`src/hw/rtl/gcm_pkg.sv`:
```
// shared constants and types for the gated color matrix
package gcm_pkg;

    // default fixed-point geometry
    localparam int FRACTION_BITS_DEF = 14;
    localparam int COEFF_WIDTH_DEF   = 16;

    // channel geometry
    localparam int CHAN_W   = 8;
    localparam int CHAN_MAX = 255;

    // pixel category codes
    localparam logic [1:0] CLASS_BYPASS         = 2'd0;
    localparam logic [1:0] CLASS_LAST_TRANSFORM = 2'd2;
    localparam logic [1:0] CLASS_INVALID        = 2'd3;

    // configuration register indexes
    localparam int          CFG_IDX_W        = 8;
    localparam logic [7:0]  REG_ENABLE       = 8'd0;
    localparam logic [7:0]  REG_ROW_RED      = 8'd1;
    localparam logic [7:0]  REG_ROW_GREEN    = 8'd2;
    localparam logic [7:0]  REG_ROW_BLUE     = 8'd3;

    // per-stage load enables handed to the row datapaths
    typedef struct packed {
        logic s1;   // product stage loads
        logic s2;   // sum stage loads
    } stage_adv_t;

endpackage

```
`src/hw/rtl/gcm_row_pipe.sv`:
```
// one matrix row: registered products, registered rounded sum, clamp to a byte
module gcm_row_pipe #(
    parameter int FRACTION_BITS = gcm_pkg::FRACTION_BITS_DEF,
    parameter int COEFF_WIDTH   = gcm_pkg::COEFF_WIDTH_DEF
) (
    input  logic                        aclk,
    input  gcm_pkg::stage_adv_t         adv,
    input  logic [3*COEFF_WIDTH-1:0]    coeff_row,
    input  logic [gcm_pkg::CHAN_W-1:0]  pix_red,
    input  logic [gcm_pkg::CHAN_W-1:0]  pix_green,
    input  logic [gcm_pkg::CHAN_W-1:0]  pix_blue,
    output logic [gcm_pkg::CHAN_W-1:0]  chan_out
);

    localparam int CW     = COEFF_WIDTH;
    localparam int PROD_W = COEFF_WIDTH + gcm_pkg::CHAN_W + 1;
    localparam int SUM_W  = PROD_W + 2;

    logic signed [PROD_W-1:0] coef_ext [3];
    logic signed [PROD_W-1:0] pix_ext  [3];
    logic signed [PROD_W-1:0] prod_next [3];
    logic signed [PROD_W-1:0] prod_reg  [3];
    logic signed [SUM_W-1:0]  sum_next;
    logic signed [SUM_W-1:0]  sum_reg;
    logic signed [SUM_W-1:0]  quot;
    logic signed [SUM_W-1:0]  round_half;

    // sign-extend coefficients, zero-extend channels
    always_comb begin
        pix_ext[0] = $signed({{(PROD_W-gcm_pkg::CHAN_W){1'b0}}, pix_red});
        pix_ext[1] = $signed({{(PROD_W-gcm_pkg::CHAN_W){1'b0}}, pix_green});
        pix_ext[2] = $signed({{(PROD_W-gcm_pkg::CHAN_W){1'b0}}, pix_blue});
        for (int k = 0; k < 3; k++) begin
            coef_ext[k]  = $signed({{(PROD_W-CW){coeff_row[k*CW+CW-1]}},
                                    coeff_row[k*CW +: CW]});
            prod_next[k] = coef_ext[k] * pix_ext[k];
        end
    end

    // stage 1: products
    always_ff @(posedge aclk) begin
        if (adv.s1) begin
            for (int k = 0; k < 3; k++) begin
                prod_reg[k] <= prod_next[k];
            end
        end
    end

    // rounded sum of the three products
    always_comb begin
        round_half = SUM_W'(1) <<< (FRACTION_BITS - 1);
        sum_next   = SUM_W'(prod_reg[0]) + SUM_W'(prod_reg[1])
                   + SUM_W'(prod_reg[2]) + round_half;
    end

    // stage 2: sum
    always_ff @(posedge aclk) begin
        if (adv.s2) begin
            sum_reg <= sum_next;
        end
    end

    // floor shift and clamp to the byte range
    always_comb begin
        quot = sum_reg >>> FRACTION_BITS;
        if (sum_reg < 0) begin
            chan_out = '0;
        end else if (quot >= SUM_W'(gcm_pkg::CHAN_MAX)) begin
            chan_out = gcm_pkg::CHAN_W'(gcm_pkg::CHAN_MAX);
        end else begin
            chan_out = quot[gcm_pkg::CHAN_W-1:0];
        end
    end

endmodule

```
`src/hw/rtl/gated_color_matrix_q14_core.sv`:
```
// top level: gated 3x3 color matrix on an rgb pixel stream
// an input beat passes through the product, sum and output registers, in that order
// accepts one pixel per cycle while the output is not stalled
// ready on the input follows stage occupancy; a stall holds each full stage in place while empty stages still fill
// reset (aresetn low, synchronous): pipeline empties, enable clears, matrix is identity
// configuration port is always ready; writes are registered and take effect in the next cycle
module gated_color_matrix_q14_core #(
    parameter int FRACTION_BITS = gcm_pkg::FRACTION_BITS_DEF,
    parameter int COEFF_WIDTH   = gcm_pkg::COEFF_WIDTH_DEF
) (
    input  logic                          aclk,
    input  logic                          aresetn,
    // configuration write channel
    input  logic                          cfg_valid,
    output logic                          cfg_ready,
    input  logic [gcm_pkg::CFG_IDX_W-1:0] cfg_index,
    input  logic [3*COEFF_WIDTH-1:0]      cfg_wdata,
    // pixel input
    input  logic                          s_valid,
    output logic                          s_ready,
    input  logic [1:0]                    s_pixel_class,
    input  logic [gcm_pkg::CHAN_W-1:0]    s_in_red,
    input  logic [gcm_pkg::CHAN_W-1:0]    s_in_green,
    input  logic [gcm_pkg::CHAN_W-1:0]    s_in_blue,
    input  logic                          s_frame_end,
    // pixel output
    output logic                          m_valid,
    input  logic                          m_ready,
    output logic [gcm_pkg::CHAN_W-1:0]    m_out_red,
    output logic [gcm_pkg::CHAN_W-1:0]    m_out_green,
    output logic [gcm_pkg::CHAN_W-1:0]    m_out_blue,
    output logic                          m_class_invalid,
    output logic                          m_frame_end_out
);

    localparam int ROW_W = 3 * COEFF_WIDTH;
    localparam int CHW   = gcm_pkg::CHAN_W;

    // identity rows; bits shifted past the row width drop out
    localparam logic [ROW_W-1:0] ROW_RED_RST   = ROW_W'(1) << FRACTION_BITS;
    localparam logic [ROW_W-1:0] ROW_GREEN_RST = ROW_W'(1) << (FRACTION_BITS + COEFF_WIDTH);
    localparam logic [ROW_W-1:0] ROW_BLUE_RST  =
        ROW_W'(1) << (FRACTION_BITS + 2 * COEFF_WIDTH);

    // configuration registers
    logic             enable_reg;
    logic [ROW_W-1:0] row_red_reg;
    logic [ROW_W-1:0] row_green_reg;
    logic [ROW_W-1:0] row_blue_reg;

    // stage valid bits and flow control
    logic v1_reg, v1_next;
    logic v2_reg, v2_next;
    logic m_valid_reg, m_valid_next;
    logic en1, en2, out_en;
    gcm_pkg::stage_adv_t adv;

    // side data per stage
    logic [CHW-1:0] pix1_r_reg, pix1_g_reg, pix1_b_reg;
    logic           xform1_reg, inval1_reg, fe1_reg;
    logic [CHW-1:0] pix2_r_reg, pix2_g_reg, pix2_b_reg;
    logic           xform2_reg, inval2_reg, fe2_reg;
    logic           xform_next, inval_next;

    // output registers
    logic [CHW-1:0] out_r_reg, out_g_reg, out_b_reg;
    logic           out_inval_reg, out_fe_reg;

    logic [CHW-1:0] mat_r, mat_g, mat_b;

    // configuration writes
    assign cfg_ready = 1'b1;

    always_ff @(posedge aclk) begin
        if (!aresetn) begin
            enable_reg    <= 1'b0;
            row_red_reg   <= ROW_RED_RST;
            row_green_reg <= ROW_GREEN_RST;
            row_blue_reg  <= ROW_BLUE_RST;
        end else if (cfg_valid && cfg_ready) begin
            case (cfg_index)
                gcm_pkg::REG_ENABLE:    enable_reg    <= cfg_wdata[0];
                gcm_pkg::REG_ROW_RED:   row_red_reg   <= cfg_wdata;
                gcm_pkg::REG_ROW_GREEN: row_green_reg <= cfg_wdata;
                gcm_pkg::REG_ROW_BLUE:  row_blue_reg  <= cfg_wdata;
                default: begin
                end
            endcase
        end
    end

    // stall chain from the output back to the input
    always_comb begin
        out_en       = !m_valid_reg || m_ready;
        en2          = !v2_reg || out_en;
        en1          = !v1_reg || en2;
        v1_next      = en1 ? s_valid : v1_reg;
        v2_next      = en2 ? v1_reg : v2_reg;
        m_valid_next = out_en ? v2_reg : m_valid_reg;
        adv.s1       = en1;
        adv.s2       = en2;
    end

    assign s_ready = en1;

    always_ff @(posedge aclk) begin
        if (!aresetn) begin
            v1_reg      <= 1'b0;
            v2_reg      <= 1'b0;
            m_valid_reg <= 1'b0;
        end else begin
            v1_reg      <= v1_next;
            v2_reg      <= v2_next;
            m_valid_reg <= m_valid_next;
        end
    end

    // category decode, gated by enable
    always_comb begin
        xform_next = enable_reg && (s_pixel_class != gcm_pkg::CLASS_BYPASS)
                     && (s_pixel_class <= gcm_pkg::CLASS_LAST_TRANSFORM);
        inval_next = enable_reg && (s_pixel_class == gcm_pkg::CLASS_INVALID);
    end

    // stage 1 and stage 2 side data
    always_ff @(posedge aclk) begin
        if (en1) begin
            pix1_r_reg <= s_in_red;
            pix1_g_reg <= s_in_green;
            pix1_b_reg <= s_in_blue;
            xform1_reg <= xform_next;
            inval1_reg <= inval_next;
            fe1_reg    <= s_frame_end;
        end
        if (en2) begin
            pix2_r_reg <= pix1_r_reg;
            pix2_g_reg <= pix1_g_reg;
            pix2_b_reg <= pix1_b_reg;
            xform2_reg <= xform1_reg;
            inval2_reg <= inval1_reg;
            fe2_reg    <= fe1_reg;
        end
    end

    // matrix rows
    gcm_row_pipe #(
        .FRACTION_BITS (FRACTION_BITS),
        .COEFF_WIDTH   (COEFF_WIDTH)
    ) u_row_red (
        .aclk      (aclk),
        .adv       (adv),
        .coeff_row (row_red_reg),
        .pix_red   (s_in_red),
        .pix_green (s_in_green),
        .pix_blue  (s_in_blue),
        .chan_out  (mat_r)
    );

    gcm_row_pipe #(
        .FRACTION_BITS (FRACTION_BITS),
        .COEFF_WIDTH   (COEFF_WIDTH)
    ) u_row_green (
        .aclk      (aclk),
        .adv       (adv),
        .coeff_row (row_green_reg),
        .pix_red   (s_in_red),
        .pix_green (s_in_green),
        .pix_blue  (s_in_blue),
        .chan_out  (mat_g)
    );

    gcm_row_pipe #(
        .FRACTION_BITS (FRACTION_BITS),
        .COEFF_WIDTH   (COEFF_WIDTH)
    ) u_row_blue (
        .aclk      (aclk),
        .adv       (adv),
        .coeff_row (row_blue_reg),
        .pix_red   (s_in_red),
        .pix_green (s_in_green),
        .pix_blue  (s_in_blue),
        .chan_out  (mat_b)
    );

    // stage 3: pick matrix or pass-through into the output register
    always_ff @(posedge aclk) begin
        if (out_en) begin
            out_r_reg     <= xform2_reg ? mat_r : pix2_r_reg;
            out_g_reg     <= xform2_reg ? mat_g : pix2_g_reg;
            out_b_reg     <= xform2_reg ? mat_b : pix2_b_reg;
            out_inval_reg <= inval2_reg;
            out_fe_reg    <= fe2_reg;
        end
    end

    assign m_valid         = m_valid_reg;
    assign m_out_red       = out_r_reg;
    assign m_out_green     = out_g_reg;
    assign m_out_blue      = out_b_reg;
    assign m_class_invalid = out_inval_reg;
    assign m_frame_end_out = out_fe_reg;

endmodule
```
`config.mk`:
```
export PLATFORM = sky130hd
export DESIGN_NAME = gated_color_matrix_q14_core
export DESIGN_NICKNAME = d
export VERILOG_FILES = /design/src/hw/rtl/gcm_pkg.sv /design/src/hw/rtl/gcm_row_pipe.sv /design/src/hw/rtl/gated_color_matrix_q14_core.sv
export SDC_FILE = /design/constraint.sdc
export NUM_CORES = 2
export LEC_CHECK = 0
export ABC_CLOCK_PERIOD_IN_PS = 15700
export BUFFER_PORTS_ARGS = -buffer_cell sky130_fd_sc_hd__buf_2
export CAP_MARGIN = 30
export CORE_UTILIZATION = 55
export DETAILED_ROUTE_END_ITERATION = 8
export GPL_TIMING_DRIVEN = 0
export PLACE_DENSITY = 0.71
export SYNTH_ARGS = -nofsm -noshare
export SYNTH_HDL_FRONTEND = slang
export SYNTH_SLANG_ARGS = --single-unit
```
`constraint.sdc`:
```
create_clock -name aclk -period 15.7 [get_ports aclk]
set_input_delay 0.785 -clock aclk [delete_from_list [all_inputs] [get_ports aclk]]
set_output_delay 0.785 -clock aclk [all_outputs]
set_load 0.01 [all_outputs]
```
======== Yosys cells after proc, flatten, opt, wreduce, memory -nomap -nowiden ========
Memory sizes are Yosys's and may differ from the RTL's.
Index checks and enable logic that the tools add are counted.
cells by class
  $lt $le $gt $ge ......................... 7
  muxes and demuxes ....................... 11
  $add $sub $neg .......................... 9
  multiply operators ...................... 9
  reduce and logical (&&, ||, !) cells .... 15
  equal/unequal tests ..................... 4
operator list
  cell                                                   number
  multiplier 16 x 9 -> 25 bit                            9
  adder 26 x 25 -> 27 bit                                3
  adder 27 x 15 -> 27 bit, second input constant         3
  < comparator 27 x 1 -> 1 bit, second input constant    3
  adder 25 x 25 -> 26 bit                                3
  2-to-1 mux 8 bit                                       9
  >= comparator 13 x 9 -> 1 bit, second input constant   3
  == test 8 x 2 -> 1 bit, second input constant          2
  == test 8 x 1 -> 1 bit, second input constant          1
  logical NOT 8 bit                                      1
  AND reduction 2 bit                                    4
  logical AND 1 bit                                      3
  logical NOT 1 bit                                      3
  logical OR 1 bit                                       3
  == test 2 bit, second input constant                   1
  less-or-equal comparator 2 bit, second input constant  1
  2-to-1 mux 1 bit                                       2
  nonzero test 2 bit                                     1
storage, ports and cells
  input bits .............................. 88
  memories kept ........................... 3
  memory bits (writable) .................. 225
  bits in registers ....................... 309
memory list
  memory                words  bits a word  read ports  clocked after memory_dff  wr ports  line                RTL
  u_row_blue.prod_reg   3      25           3           0                         3         gcm_row_pipe.sv:22  logic signed [PROD_W-1:0] prod_reg [3];
  u_row_green.prod_reg  3      25           3           0                         3         gcm_row_pipe.sv:22
  u_row_red.prod_reg    3      25           3           0                         3         gcm_row_pipe.sv:22

======== Logic depth before layout (Yosys ltp) ========
  depth in word-level cells ............... 6
  mapped depth ............................ 21

======== By module ========
From an unflattened synthesis, not the netlist that was laid out.
second synthesis, totals
  cells, all modules ...................... 6,294
  area total of the unflattened synthesis .. 62,457.4 µm²
by module, submodules not included
  module                       instances  sequential area each (µm²)  cells an instance  area an instance (µm²)
  gcm_row_pipe (u_row_red)     1          2,642.5                     1,882              18,139.9
  gcm_row_pipe (u_row_green)   1          2,642.5                     1,880              18,102.4
  gcm_row_pipe (u_row_blue)    1          2,642.5                     1,875              18,043.6
  gated_color_matrix_q14_core  1          5,365.1                     657                8,171.6

======== Worst setup path after synthesis ========
No wires, ideal clock.
  path type ............................... input -> register
  from .................................... in m_ready
  to ...................................... reg fe1_reg (enable)
  required time ........................... 13,104 ps
  path slack .............................. 6,412 ps
  arrival ................................. 6,692 ps
  buffers on the path ..................... 0
  stages on the path ...................... 2
  path through ............................ nor2b_1 -> nand3_1
between the ends
  word-level cells in the longest chain between the ends .. 3
ends and longest elaborated chain
  item                    line                                RTL
  start: declaration      gated_color_matrix_q14_core.sv:28   input logic m_ready,
  logical OR 1 bit        gated_color_matrix_q14_core.sv:94   out_en = !m_valid_reg || m_ready;
  logical OR 1 bit        gated_color_matrix_q14_core.sv:95   en2 = !v2_reg || out_en;
  logical OR 1 bit        gated_color_matrix_q14_core.sv:96   en1 = !v1_reg || en2;
  net s_ready             gated_color_matrix_q14_core.sv:20   output logic s_ready,
  end signal: assignment  gated_color_matrix_q14_core.sv:133  fe1_reg <= s_frame_end;
  end: declaration        gated_color_matrix_q14_core.sv:60   logic xform1_reg, inval1_reg, fe1_reg;
The timed path passes the listed nets, and every way through them passes these cells.
A chain may end at the register's enable or synchronous reset.

==> impl_metrics.yaml <==
worst_setup_path:
  timing.critical_path.fanout_max: 10
  worstSetupEndpointType: "flip-flop"
  crit_type: "input pin to flip-flop"
  slowest_delay_ns: 0.83
  setup.worst_path.start_class: "input pin"
  reg2reg_depth: 19
  cp.buffers_inverters: 6
  cell_family_contributing_the_most_delay_on_the_critical_path: "adder cells"
  most_common_cell_type_on_the_critical_path: "sky130_fd_sc_hd__fa_1"
  slowest_stage_cell_cp: "sky130_fd_sc_hd__clkbuf_1"
  critical_path_arrival_ns: 7.53
  worstPathCellList: "buf_2 -> clkbuf_1 -> clkbuf_1 -> nand2_1 -> fa_1 -> inv_1 -> fa_1 -> fa_1 -> inv_1 -> fa_1 -> inv_1 -> ha_1 -> o21ai_0 -> a21oi_1 -> a31oi_1 -> o211a_1 -> a211oi_1 -> o31ai_1 -> o21bai_1 -> a21oi_1 -> xnor2_1"
  regToRegSetupSlack_ns: 9.50
  crit_cells: 21
  worstPathRequired_ns: 16.05
yosys:
  post_synth_inst_count: 6473
  mappedNetlistArea_um2: 62400
  yosysUniqueCellTypes: 81
  syn_avg_cell_area_um2: 9.63
  ys.warnings.count: 0
  async_reset_ff_frac: 0
  post_synth_edffs: 344
  ys_seq_area_frac: 0.213
  synth-seq-cells: 492
  synth_ff_type: "sky130_fd_sc_hd__edfxtp_1"
  synth_nets: 8145
timing:
  finalHoldViolCount: 0
  clock_tree_skew_after_final_layout_ns: 0.0282
  timing_max_transition_violations_final: 0
  setup_viol_count_final: 0
  tightestPinTransition_ns: 1.07
  tns_ns: 0
  final.min_clock_period_ns: 7.18
  layout_worst_path_cycle_share: 0.458
  rsz0062_at_grt: "no"
  maxClockFrequency_mhz: 139
  maxSlewHeadroom: 0.278
die:
  fp.dieH_um: 339
  initial_cell_density_of_the_core: 0.554
  die_area_um2: 115000
  floorplan_core_area_um2: 112000
  placement_rows: 123
  floorplan.die.width_um: 339
  boundaryPins: 117
clocking:
  clock_sink_count: 492
  max-clock-path-buffers: 3
  cts_root_buffer: "sky130_fd_sc_hd__clkbuf_16"
  cts_hold_buffers: 0
  number_of_buffers_created_by_cts: 58
  clk_transition_reported_paths_ns: 0.06
  cts_tree: "yes"
  cts_max_level: 2
  insertion_delay_ns: 0.69
  postCtsSetupBuffers: 0
  cts.repair.resized: 0
place:
  place.detailed.hpwl_mm: 135
  placed_area_um2: 65100
  io_buffer_count: 114
  routabilityCongestion: 0.943
cells_and_area:
  filler_cell_count_in_the_final_layout: 9578
  drive_above_1_share: 0.0452
  syn_to_final_growth_pct: 7.62
  finish.instance_area_um2: 67100
  final_nets: 8331
run_status:
  status: "complete, no violations"
routing:
  vias: 44450
  count_of_tritonroute_iterations_in_the_first_routing_pass: 5
  drt-vias-per-instance: 5.41
  finalWirelength_mm: 166
  drc_errors: 0
  wl_per_cell_um: 20.3
  first_iter_violations: 3147
  postRouteAntennaNets: 0
grt:
  number_of_global_route_vias_before_repair: 45517
  grt.total_usage: 0.298
  global_route_wire_length_before_repair_mm: 260
  grt_overflow_total: 0
  largest_net_degree_at_the_start_of_global_routing: 56
  antenna_found_initial: 13
hold_path:
  min_delay_path_depth: 1
  type_of_the_tightest_min_delay_check: "input pin to flip-flop"
power_and_ir_drop:
  worst_ir_drop_vdd_mv: 0.0744
  leakagePower_nw: 35.0
  power_density_over_the_cells_nw_per_um2: 46.8
run:
  number_of_maximum_capacitance_constraint_violations: 0
worst reg2reg max path, delay by kind of cell (launching register included):
kind / cells / cell delay, ns
adders and majority gates: 5 / 2.45
AOI/OAI and AO/OA: 8 / 1.69
xor gates and xnor gates: 1 / 0.73
buffers and inverters: 4 / 0.55
DFF: 1 / 0.30
and+or+nand+nor: 1 / 0.16
cells in the final DEF (no fill, tap or decap), types with 6 or more instances in the layout:
cell / instances
sky130_fd_sc_hd__a211oi_1: 17
sky130_fd_sc_hd__a21boi_0: 145
sky130_fd_sc_hd__a21o_1: 51
sky130_fd_sc_hd__a21oi_1: 155
sky130_fd_sc_hd__a21oi_2: 7
sky130_fd_sc_hd__a31o_2: 9
sky130_fd_sc_hd__a31oi_1: 8
sky130_fd_sc_hd__and2_1: 655
sky130_fd_sc_hd__and3_1: 21
sky130_fd_sc_hd__buf_1: 12
sky130_fd_sc_hd__buf_2: 128
sky130_fd_sc_hd__bufinv_16: 9
sky130_fd_sc_hd__clkbuf_1: 224
sky130_fd_sc_hd__clkbuf_16: 61
sky130_fd_sc_hd__clkinv_2: 7
sky130_fd_sc_hd__dfxtp_1: 148
sky130_fd_sc_hd__diode_2: 6
sky130_fd_sc_hd__edfxtp_1: 344
sky130_fd_sc_hd__fa_1: 990
sky130_fd_sc_hd__ha_1: 594
sky130_fd_sc_hd__inv_1: 1393
sky130_fd_sc_hd__mux2_2: 24
sky130_fd_sc_hd__nand2_1: 875
sky130_fd_sc_hd__nand2b_1: 17
sky130_fd_sc_hd__nand3_1: 44
sky130_fd_sc_hd__nand4_1: 12
sky130_fd_sc_hd__nor2_1: 153
sky130_fd_sc_hd__nor2b_1: 27
sky130_fd_sc_hd__nor3_1: 47
sky130_fd_sc_hd__o211ai_1: 14
sky130_fd_sc_hd__o21a_1: 19
sky130_fd_sc_hd__o21ai_0: 65
sky130_fd_sc_hd__o21bai_1: 42
sky130_fd_sc_hd__o31ai_1: 7
sky130_fd_sc_hd__or2_2: 11
sky130_fd_sc_hd__or3_1: 16
sky130_fd_sc_hd__xnor2_1: 163
sky130_fd_sc_hd__xor2_1: 54
Yosys cell counts, types with 7 or more instances:
cell type,instances,area share
sky130_fd_sc_hd__and2_1,655,0.066
sky130_fd_sc_hd__mux2_2,24,0.0043
sky130_fd_sc_hd__inv_1,1394,0.084
sky130_fd_sc_hd__xor2_1,54,0.0076
sky130_fd_sc_hd__nand2b_1,17,0.0017
sky130_fd_sc_hd__o21bai_1,42,0.0051
sky130_fd_sc_hd__a21o_1,51,0.0061
sky130_fd_sc_hd__buf_1,12,0.00072
sky130_fd_sc_hd__nor2b_1,27,0.0027
sky130_fd_sc_hd__nand3_1,45,0.0036
sky130_fd_sc_hd__o211ai_1,14,0.0017
sky130_fd_sc_hd__nand2_1,876,0.053
sky130_fd_sc_hd__ha_1,594,0.12
sky130_fd_sc_hd__and3_1,21,0.0021
sky130_fd_sc_hd__or3_1,16,0.0016
sky130_fd_sc_hd__nor3_1,47,0.0038
sky130_fd_sc_hd__dfxtp_1,148,0.048
sky130_fd_sc_hd__nand4_1,12,0.0012
sky130_fd_sc_hd__a31oi_1,8,0.00080
sky130_fd_sc_hd__nor2_1,153,0.0092
sky130_fd_sc_hd__buf_2,13,0.0010
sky130_fd_sc_hd__a21boi_0,145,0.017
sky130_fd_sc_hd__a211oi_1,17,0.0020
sky130_fd_sc_hd__o21ai_0,65,0.0052
sky130_fd_sc_hd__a21oi_2,7,0.00098
sky130_fd_sc_hd__o31ai_1,7,0.00084
sky130_fd_sc_hd__o21a_1,19,0.0023
sky130_fd_sc_hd__a21oi_1,155,0.012
sky130_fd_sc_hd__fa_1,990,0.32
sky130_fd_sc_hd__or2_2,11,0.0011
sky130_fd_sc_hd__a31o_2,9,0.0013
sky130_fd_sc_hd__clkbuf_1,216,0.013
sky130_fd_sc_hd__edfxtp_1,344,0.17
sky130_fd_sc_hd__xnor2_1,163,0.023
through the flow:
stage               hold slack, ns  cells  total power [W]  utilization  setup WS [ns]
floorplan                    0.400   6473          0.00157            -           6.41
global placement             0.401   8087          0.00168        0.576           1.78
detailed placement           0.405   8098          0.00169        0.578           8.08
CTS                          0.266   8205          0.00316        0.596           8.76
global route                 0.278   8207          0.00323        0.597           8.38
finish                       0.296   8212          0.00314        0.597           8.52
power by group:
group	total [W]	internal, W	switching (W)
clock	0.00148	0.000871	0.000605
sequential	0.00142	0.00141	0.0000136
combinational	0.000247	0.0000692	0.000178
total	0.00314	0.00235	0.000797
cell families after synthesis:
group / Yosys count / share of synthesized area
compound gates: 604 / 0.0662
xor+xnor: 217 / 0.0305
fa+ha+maj: 1584 / 0.437
buf+inv: 1638 / 0.0990
flops: 492 / 0.213
mux: 29 / 0.00514
other cells: 1 / 0.0000601
simple gates: 1908 / 0.149
final cells by class:
cell class / count / area [um2] / share of cell area
flip-flops and latches: 492 / 13300 / 0.198
repair buffers: 126 / 802 / 0.0119
diodes: 6 / 15.0 / 0.000224
inverters: 1394 / 5230 / 0.0780
well taps: 1500 / 1880 / 0.0280
clock inverters: 34 / 437 / 0.00651
multi-input cells: 4343 / 42900 / 0.639
plain buffers: 244 / 945 / 0.0141
clock buffers: 73 / 1600 / 0.0239
path summary, 6_finish.rpt:
check                     from                     endpoint
min reg2reg         inval1_reg                   inval2_reg
max reg2reg  row_green_reg[43]  u_row_green.prod_reg[0][74]
min                s_frame_end                      fe1_reg
max               s_in_blue[4]  u_row_green.prod_reg[0][74]
layer usage:
| metal | vias to the layer above | GRT usage | share of wire |
|---|---|---|---|
| met1 | 22283 | 0.398 | 0.41 |
| met3 | 338 | 0.0522 | 0.081 |
| met2 | 1574 | 0.476 | 0.46 |
| met4 | 4 | 0.139 | 0.053 |
| li1 | 20251 | - | - |
| met5 | - | 0 | 0.00014 |
(Power assumes the default switching activity.)
